## src/hw/rtl/hpq_pkg.sv

```systemverilog
// ----------------------------------------------------------------------------
// Heap priority queue package
// Shared types, codes and default sizes for the max-heap priority queue.
// ----------------------------------------------------------------------------
package hpq_pkg;

  // Default sizes.
  localparam int CAPACITY_DEF = 128;
  localparam int DATA_W       = 32;
  localparam int COUNT_W      = 8;
  localparam int STAT_W       = 2;

  // Operation codes carried in the action field.
  localparam logic ACT_INSERT = 1'b0;
  localparam logic ACT_REMOVE = 1'b1;

  // Status codes returned with every result.
  localparam logic [STAT_W-1:0] STAT_OK        = 2'd0;
  localparam logic [STAT_W-1:0] STAT_UNDERFLOW = 2'd1;
  localparam logic [STAT_W-1:0] STAT_OVERFLOW  = 2'd2;

  // One input beat.
  typedef struct packed {
    logic                     action;
    logic signed [DATA_W-1:0] value;
  } in_item_t;

  // One result beat.
  typedef struct packed {
    logic signed [DATA_W-1:0] top_value;
    logic [COUNT_W-1:0]       entry_count;
    logic [STAT_W-1:0]        status;
  } out_item_t;

  // Sequencer states.
  typedef enum logic [2:0] {
    ST_IDLE,
    ST_UP_CMP,
    ST_DN_LOAD,
    ST_DN_RIGHT,
    ST_DN_CMP,
    ST_FILL,
    ST_RESP
  } hpq_state_t;

endpackage

```

## src/hw/rtl/hpq_ram.sv

```systemverilog
// ----------------------------------------------------------------------------
// Generic simple dual-port RAM
// One write port and one read port with registered read data.
// ----------------------------------------------------------------------------
module hpq_ram #(
  parameter int WIDTH = 32,
  parameter int DEPTH = 128,
  parameter int AW    = (DEPTH > 1) ? $clog2(DEPTH) : 1
) (
  input  logic             clk,
  input  logic             wr_en,
  input  logic [AW-1:0]    wr_addr,
  input  logic [WIDTH-1:0] wr_data,
  input  logic [AW-1:0]    rd_addr,
  output logic [WIDTH-1:0] rd_data
);

  logic [WIDTH-1:0] mem [DEPTH];
  logic [WIDTH-1:0] rd_data_r;

  // Write port and registered read port.
  always_ff @(posedge clk) begin
    if (wr_en) begin
      mem[wr_addr] <= wr_data;
    end
    rd_data_r <= mem[rd_addr];
  end

  assign rd_data = rd_data_r;

endmodule

```

## src/hw/rtl/max_heap_priority_queue.sv

```systemverilog
// Sequence: overflow and underflow go straight to the result; an insert reads one parent
// per level climbed (ST_UP_CMP); a remove moves the last entry to the root (ST_DN_LOAD), then
// reads the left and right child per level descended (ST_DN_RIGHT, ST_DN_CMP).
// One item at a time: the next is accepted at the edge that takes the result;
// each sift level waits on the registered RAM read. The receiver cannot stall the result.
// Reset (synchronous, rst_n low) empties the heap; RAM contents are not cleared.
// ----------------------------------------------------------------------------
// Max-heap priority queue
// Binary max-heap of signed values held in one RAM, with insert and
// remove-maximum operations; every operation returns the maximum, the entry
// count and a status.
// ----------------------------------------------------------------------------
module max_heap_priority_queue #(
  parameter int CAPACITY = hpq_pkg::CAPACITY_DEF
) (
  input  logic              clk,
  input  logic              rst_n,
  input  logic              start,
  output logic              busy,
  input  hpq_pkg::in_item_t in_data,
  output logic              out_valid,
  output hpq_pkg::out_item_t out_data
);

  import hpq_pkg::*;

  // Index widths: CW holds 0..CAPACITY, IW holds child indexes beyond it.
  localparam int AW = $clog2(CAPACITY);
  localparam int CW = $clog2(CAPACITY + 1);
  localparam int IW = CW + 2;
  localparam logic [IW-1:0] IDX_ONE = IW'(1);
  localparam logic [CW-1:0] CAP     = CW'(CAPACITY);

  hpq_state_t state_r, state_nxt;

  logic [CW-1:0]            count_r, count_nxt;
  logic [CW-1:0]            pos_r, pos_nxt;
  logic signed [DATA_W-1:0] val_r, val_nxt;
  logic signed [DATA_W-1:0] lv_r, lv_nxt;
  logic                     has_right_r, has_right_nxt;
  logic [STAT_W-1:0]        status_r, status_nxt;
  logic signed [DATA_W-1:0] top_r;
  logic                     out_valid_r, out_valid_nxt;
  out_item_t                out_r, out_nxt;

  // RAM port signals.
  logic [IW-1:0]     rd_idx, wr_idx;
  logic              wr_en;
  logic [DATA_W-1:0] wr_data;
  logic [DATA_W-1:0] rd_data;
  logic [IW-1:0]     rd_addr_full, wr_addr_full;

  // Shared decode.
  logic                     accept;
  logic                     is_insert;
  logic                     full;
  logic                     empty;
  logic [IW-1:0]            count_ext;
  logic [IW-1:0]            pos_ext;
  logic [IW-1:0]            parent_idx;
  logic                     up_swap;
  logic                     parent_root;
  logic [IW-1:0]            right_idx;
  logic                     take_right;
  logic signed [DATA_W-1:0] big_val;
  logic [IW-1:0]            big_idx;
  logic [IW-1:0]            big_left;
  logic                     dn_swap;
  logic                     big_has_kid;
  logic [CW+7:0]            count_wide;

  assign accept      = start && !busy;
  assign is_insert   = (in_data.action == ACT_INSERT);
  assign full        = (count_r == CAP);
  assign empty       = (count_r == '0);
  assign count_ext   = IW'(count_r);
  assign pos_ext     = IW'(pos_r);

  // Sift-up compare: the read data is the parent of the current hole.
  assign parent_idx  = pos_ext >> 1;
  assign up_swap     = $signed(rd_data) < val_r;
  assign parent_root = (parent_idx == IDX_ONE);

  // Sift-down compare: lv_r holds the left child, read data the right child.
  assign right_idx   = {pos_ext[IW-2:0], 1'b1};
  assign take_right  = has_right_r && (lv_r < $signed(rd_data));
  assign big_val     = take_right ? $signed(rd_data) : lv_r;
  assign big_idx     = {pos_ext[IW-2:0], take_right};
  assign big_left    = {big_idx[IW-2:0], 1'b0};
  assign dn_swap     = val_r < big_val;
  assign big_has_kid = (big_left <= count_ext);

  // Next state.
  always_comb begin
    state_nxt = state_r;
    unique case (state_r)
      ST_IDLE: begin
        if (accept) begin
          priority if (is_insert && full) begin
            state_nxt = ST_RESP;
          end else if (is_insert && empty) begin
            state_nxt = ST_FILL;
          end else if (is_insert) begin
            state_nxt = ST_UP_CMP;
          end else if (empty) begin
            state_nxt = ST_RESP;
          end else begin
            state_nxt = ST_DN_LOAD;
          end
        end
      end
      ST_UP_CMP: begin
        priority if (!up_swap) begin
          state_nxt = ST_RESP;
        end else if (parent_root) begin
          state_nxt = ST_FILL;
        end else begin
          state_nxt = ST_UP_CMP;
        end
      end
      ST_DN_LOAD: begin
        priority if (empty) begin
          state_nxt = ST_RESP;
        end else if (count_r == CW'(1)) begin
          state_nxt = ST_FILL;
        end else begin
          state_nxt = ST_DN_RIGHT;
        end
      end
      ST_DN_RIGHT: begin
        state_nxt = ST_DN_CMP;
      end
      ST_DN_CMP: begin
        priority if (!dn_swap) begin
          state_nxt = ST_RESP;
        end else if (big_has_kid) begin
          state_nxt = ST_DN_RIGHT;
        end else begin
          state_nxt = ST_FILL;
        end
      end
      ST_FILL: begin
        state_nxt = ST_RESP;
      end
      ST_RESP: begin
        state_nxt = ST_IDLE;
      end
      default: begin
        state_nxt = ST_IDLE;
      end
    endcase
  end

  // Datapath, RAM accesses and result beat.
  always_comb begin
    count_nxt     = count_r;
    pos_nxt       = pos_r;
    val_nxt       = val_r;
    lv_nxt        = lv_r;
    has_right_nxt = has_right_r;
    status_nxt    = status_r;
    out_valid_nxt = 1'b0;
    out_nxt       = out_r;
    rd_idx        = IDX_ONE;
    wr_en         = 1'b0;
    wr_idx        = pos_ext;
    wr_data       = val_r;
    unique case (state_r)
      ST_IDLE: begin
        if (accept) begin
          status_nxt = STAT_OK;
          priority if (is_insert && full) begin
            status_nxt = STAT_OVERFLOW;
          end else if (is_insert) begin
            // Open a hole after the last entry and fetch its parent.
            count_nxt = count_r + CW'(1);
            pos_nxt   = count_r + CW'(1);
            val_nxt   = in_data.value;
            rd_idx    = (count_ext + IDX_ONE) >> 1;
          end else if (empty) begin
            status_nxt = STAT_UNDERFLOW;
          end else begin
            // Fetch the last entry; it moves to the root.
            count_nxt = count_r - CW'(1);
            rd_idx    = count_ext;
          end
        end
      end
      ST_UP_CMP: begin
        if (up_swap) begin
          // Parent moves down into the hole; fetch the next parent.
          wr_en   = 1'b1;
          wr_data = rd_data;
          pos_nxt = parent_idx[CW-1:0];
          rd_idx  = parent_idx >> 1;
        end else begin
          wr_en = 1'b1;
        end
      end
      ST_DN_LOAD: begin
        // The hole starts at the root; fetch its left child.
        val_nxt = $signed(rd_data);
        pos_nxt = CW'(1);
        rd_idx  = IW'(2);
      end
      ST_DN_RIGHT: begin
        // Left child arrives; fetch the right child if it exists.
        lv_nxt        = $signed(rd_data);
        has_right_nxt = (right_idx <= count_ext);
        rd_idx        = right_idx;
      end
      ST_DN_CMP: begin
        if (dn_swap) begin
          // Larger child moves up into the hole; fetch its left child.
          wr_en   = 1'b1;
          wr_data = big_val;
          pos_nxt = big_idx[CW-1:0];
          rd_idx  = big_left;
        end else begin
          wr_en = 1'b1;
        end
      end
      ST_FILL: begin
        wr_en = 1'b1;
      end
      ST_RESP: begin
        out_valid_nxt       = 1'b1;
        out_nxt.top_value   = empty ? '0 : top_r;
        out_nxt.entry_count = count_wide[COUNT_W-1:0];
        out_nxt.status      = status_r;
      end
      default: begin
      end
    endcase
  end

  assign count_wide   = (CW + 8)'(count_r);
  assign rd_addr_full = rd_idx - IDX_ONE;
  assign wr_addr_full = wr_idx - IDX_ONE;

  // Heap store, entries 1 to CAPACITY at addresses 0 to CAPACITY-1.
  hpq_ram #(
    .WIDTH (DATA_W),
    .DEPTH (CAPACITY),
    .AW    (AW)
  ) u_ram (
    .clk     (clk),
    .wr_en   (wr_en),
    .wr_addr (wr_addr_full[AW-1:0]),
    .wr_data (wr_data),
    .rd_addr (rd_addr_full[AW-1:0]),
    .rd_data (rd_data)
  );

  // Control registers.
  always_ff @(posedge clk) begin
    if (!rst_n) begin
      state_r     <= ST_IDLE;
      count_r     <= '0;
      out_valid_r <= 1'b0;
    end else begin
      state_r     <= state_nxt;
      count_r     <= count_nxt;
      out_valid_r <= out_valid_nxt;
    end
  end

  // Payload registers; the root copy follows every write to entry 1.
  always_ff @(posedge clk) begin
    pos_r       <= pos_nxt;
    val_r       <= val_nxt;
    lv_r        <= lv_nxt;
    has_right_r <= has_right_nxt;
    status_r    <= status_nxt;
    out_r       <= out_nxt;
    if (wr_en && (wr_idx == IDX_ONE)) begin
      top_r <= $signed(wr_data);
    end
  end

  assign busy      = (state_r != ST_IDLE);
  assign out_valid = out_valid_r;
  assign out_data  = out_r;

endmodule

```

## config.mk

```make
export PLATFORM = sky130hd
export DESIGN_NAME = max_heap_priority_queue
export DESIGN_NICKNAME = d
export VERILOG_FILES = /design/src/hw/rtl/hpq_pkg.sv /design/src/hw/rtl/hpq_ram.sv /design/src/hw/rtl/max_heap_priority_queue.sv
export SDC_FILE = /design/constraint.sdc
export NUM_CORES = 2
export LEC_CHECK = 0
export BUFFER_PORTS_ARGS = -buffer_cell sky130_fd_sc_hd__buf_4
export CORE_MARGIN = 2
export CORE_UTILIZATION = 57
export DETAILED_ROUTE_END_ITERATION = 7
export PLACE_DENSITY = 0.76
export SLEW_MARGIN = 5
export SYNTH_ARGS = -nofsm -noshare
export SYNTH_HDL_FRONTEND = slang
export SYNTH_HIERARCHICAL = 1
export SYNTH_SLANG_ARGS = --single-unit
```

## constraint.sdc

```tcl
create_clock -name clk -period 7.4 [get_ports clk]
set_input_delay 1.48 -clock clk [delete_from_list [all_inputs] [get_ports clk]]
set_output_delay 1.48 -clock clk [all_outputs]
set_load 0.005 [all_outputs]
```

==> out/results.ini <==
[detailed_routing]
route.detailed.wl_per_inst_um=43.0
drt_first_pass_iters=8
route.detailed.vias_per_inst=7.27
drt-total-wl_mm=521
antenna_violating_nets_post_route=0
route.detailed.drc=0
detailed_router_s_first_iteration_violation_count=16700
routed-via-count=88000

[run_status]
failed_checks=capacitance limit, slew limit, setup timing
run_status=finished with violations

[floorplanning]
floorplan.initialDensity_pct=57.3
placeableCoreArea_um2=291000
floorplan.die.width_um=545
die_area_um2=297000
design.portCount=80
rows=198
die_height_um=545

[grt]
initial_antenna_violation_count=60
grt_max_degree=130
vias_in_the_first_global_route=87200
gr-max-usage-layer=met2
gr-usage-met1_pct=43.6
overflow=0
grt_util_met2_pct=53.6
met3_demand_to_capacity_share_in_global_routing_pct=12.0
first_pass_grt_wire_length_mm=703
grt_usage_pct=34.7

[clock_tree]
cts.clk_slew.worst_paths_ns=0.07
clock_tree.htree_level_count=5
cts.sink_count=4289
cts_tree=built
cts_inserted_buffers=404
cts-hold-fix-buffers=0
cts-root-to-sink-buffers=4
clock_latency_ns=0.96
clk_root_buffer_cell=sky130_fd_sc_hd__clkbuf_16

[final_layout]
post_route_cells_drive_above_1_share_pct=37.5
reg_area_um2=128000
layout.filler_cells=16800
layoutNonFillerInstCount=12100
num-nets-final=7988
multi_input_comb_area_um2=38300
area_growth_syn_to_layout_pct=16.5

[synthesis]
async_flop_share_pct=0
synth.yosys.warnings=6
post_synth_instance_area_um2=167000
syn-num-nets=7125
syn-mean-instance-area_um2=23.9
synth_cells=6976
synth_area_leader_cell=sky130_fd_sc_hd__edfxtp_1
area_contributors_post_synth=sky130_fd_sc_hd__edfxtp_1 (76%), sky130_fd_sc_hd__mux4_2 (18%), sky130_fd_sc_hd__ha_1 (0.85%)
top_cell_type_s_share_of_synthesized_area_pct=76.5
synth.lib_cells_used.distinct=63
ys_dominant_reg_cell=sky130_fd_sc_hd__edfxtp_1
yosys_register_bits=4289
synth_sequential_area_ratio_pct=77.0
synth_enable_flop_cells=4245

[timing]
unrepaired_setup_endpoints_after_global_routing=true
timing.fmax_mhz=130
holdWs_ns=0.437
post-route-period-util_pct=104
setup_slack_ns=-0.312
slew_viol_final=8
max_slew_margin_pct=-2.97
timing.clock.skew_ns=0.0927
final-hold-violation-count=0
finalSetupViolations=32
tightestPinTransition_ns=1.54
final.min_clock_period_ns=7.71
finalSetupTns_ns=-6.83

[setup_path]
crit_path_capture_type=flop
startpoint_type=flop
critical_path.top_delay_family=compound AO/OA/AOI/OAI gates
cp_data_required_time_ns=8.21
critPathArrivalTime_ns=8.52
critical-path-max-stage-delay_ns=0.73
critPathMaxFanout=37
worstSetupStartpoint=u_ram/rd_data[17]$_DFF_P_
regToRegStartpoint=u_ram/rd_data[17]$_DFF_P_
critical-path-slowest-cell=sky130_fd_sc_hd__mux4_2
path_class=flop to flop
worstPathBufferInverterCount=9

[hold_path]
timing.hold.worst.class=flop to flop
min_from=status_r[0]$_SDFFCE_PP0P_

[run]
maxCapViolCount=1

[placement]
gp_congestion=0.924
hpwlAfterDp_mm=266
dpl.cell_count=11200
port-buffer-count=79

layout by cell type (no fill, tap or decap), types with 20 or more instances in the layout:
cell type | Yosys | final
sky130_fd_sc_hd__nand4_1 | 26 | 26
sky130_fd_sc_hd__mux2_2 | 64 | 35
sky130_fd_sc_hd__clkbuf_16 | 0 | 431
sky130_fd_sc_hd__mux4_2 | 1344 | 1344
sky130_fd_sc_hd__bufinv_16 | 0 | 33
sky130_fd_sc_hd__o21ai_0 | 50 | 45
sky130_fd_sc_hd__buf_8 | 0 | 20
sky130_fd_sc_hd__inv_1 | 86 | 83
sky130_fd_sc_hd__nand2_1 | 64 | 60
sky130_fd_sc_hd__mux2_4 | 0 | 29
sky130_fd_sc_hd__a21oi_1 | 61 | 56
sky130_fd_sc_hd__buf_4 | 4 | 566
sky130_fd_sc_hd__nor2_1 | 205 | 82
sky130_fd_sc_hd__ha_1 | 113 | 107
sky130_fd_sc_hd__buf_6 | 6 | 32
sky130_fd_sc_hd__clkinv_1 | 0 | 84
sky130_fd_sc_hd__dfxtp_1 | 44 | 21
sky130_fd_sc_hd__clkinv_2 | 0 | 89
sky130_fd_sc_hd__mux2i_1 | 34 | 20
sky130_fd_sc_hd__edfxtp_1 | 4245 | 4245
sky130_fd_sc_hd__buf_16 | 0 | 34
sky130_fd_sc_hd__buf_12 | 0 | 134
sky130_fd_sc_hd__diode_2 | 0 | 23
sky130_fd_sc_hd__clkbuf_1 | 210 | 80
sky130_fd_sc_hd__and2_1 | 40 | 37
sky130_fd_sc_hd__a221o_4 | 0 | 32
sky130_fd_sc_hd__nor2_4 | 0 | 123
cell families (layout without fill, tap and decap cells):
group / Yosys count / after routing / synth area share, %
other: 0 / 23 / 0
buffers and inverters: 445 / 1644 / 1.10
XOR/XNOR: 16 / 16 / 0.0841
AO/OA/AOI/OAI: 234 / 234 / 0.953
AND/OR/NAND/NOR: 437 / 437 / 1.22
adder cells (fa/ha/maj): 113 / 113 / 0.848
multiplexers: 1442 / 1442 / 18.8
flip-flops: 4289 / 4289 / 77.0
final cells by class:
class,count,share of cell area [%]
repair buffers,816,4.81
diodes,23,0.0296
well taps,3900,2.51
flip-flops and latches,4289,66.1
clock buffers,495,5.49
clock inverters,247,1.13
inverters,86,0.171
multi-input cells,2242,19.7
synth_stat cells (40+ instances only):
| cell | instances |
|---|---|
| sky130_fd_sc_hd__edfxtp_1 | 4245 |
| sky130_fd_sc_hd__mux4_2 | 1344 |
| sky130_fd_sc_hd__clkbuf_1 | 210 |
| sky130_fd_sc_hd__nor2_1 | 205 |
| sky130_fd_sc_hd__ha_1 | 113 |
| sky130_fd_sc_hd__buf_2 | 87 |
| sky130_fd_sc_hd__inv_1 | 86 |
| sky130_fd_sc_hd__mux2_2 | 64 |
| sky130_fd_sc_hd__nand2_1 | 64 |
| sky130_fd_sc_hd__a21oi_1 | 61 |
| sky130_fd_sc_hd__buf_1 | 52 |
| sky130_fd_sc_hd__o21ai_0 | 50 |
| sky130_fd_sc_hd__dfxtp_1 | 44 |
| sky130_fd_sc_hd__and2_1 | 40 |
state kept, by name (all words and copies together), names as in the netlist:
name	flops
u_ram/mem	4096
out_data	42
lv_r	32
top_r	32
u_ram/rd_data	32
val_r	32
count_r	8
pos_r	8
state_r	3
status_r	2
has_right_r	1
out_valid	1
metal layers:
metal,vias to the layer above,part of all wire (%)
met5,-,0.061
met4,42,6.6
met3,1824,16
met2,8817,47
met1,45400,31
li1,31900,-
metrics by stage:
| step | setup slack (ns) | utilization, % | instance area [um^2] |
|---|---|---|---|
| 2_1_floorplan | 0.0120 | - | 167000 |
| 3_3_place_gp | -1.22 | 61.2 | 178000 |
| 3_5_place_dp | -1.06 | 61.2 | 178000 |
| 4_1_cts | -0.186 | 66.3 | 193000 |
| 5_1_grt | -0.363 | 66.7 | 194000 |
| 6_report | -0.312 | 66.8 | 194000 |
final timing paths:
| path | cells after the start | slack [ns] | endpoint |
|---|---|---|---|
| setup reg to reg | 30 | -0.31 | u_ram/rd_data[31]$_DFF_P_ |
| hold / removal | 0 | 0.44 | out_data[0]$_DFFE_PP_ |
| setup / recovery | 30 | -0.31 | u_ram/rd_data[31]$_DFF_P_ |
| hold reg to reg | 0 | 0.44 | out_data[0]$_DFFE_PP_ |
timing repair:
action / CTS / global route
endpoints found under the setup margin: 32 / 32
gates resized for setup: 155 / 105
setup buffers: 76 / 56
endpoints found under the hold margin: 0 / 0
pin swaps: 16 / 26
cloned: 20 / 20
Power is left out: the tool's default activity adds up to more than one toggle a clock period on the data nets, which glitch-free logic cannot reach.
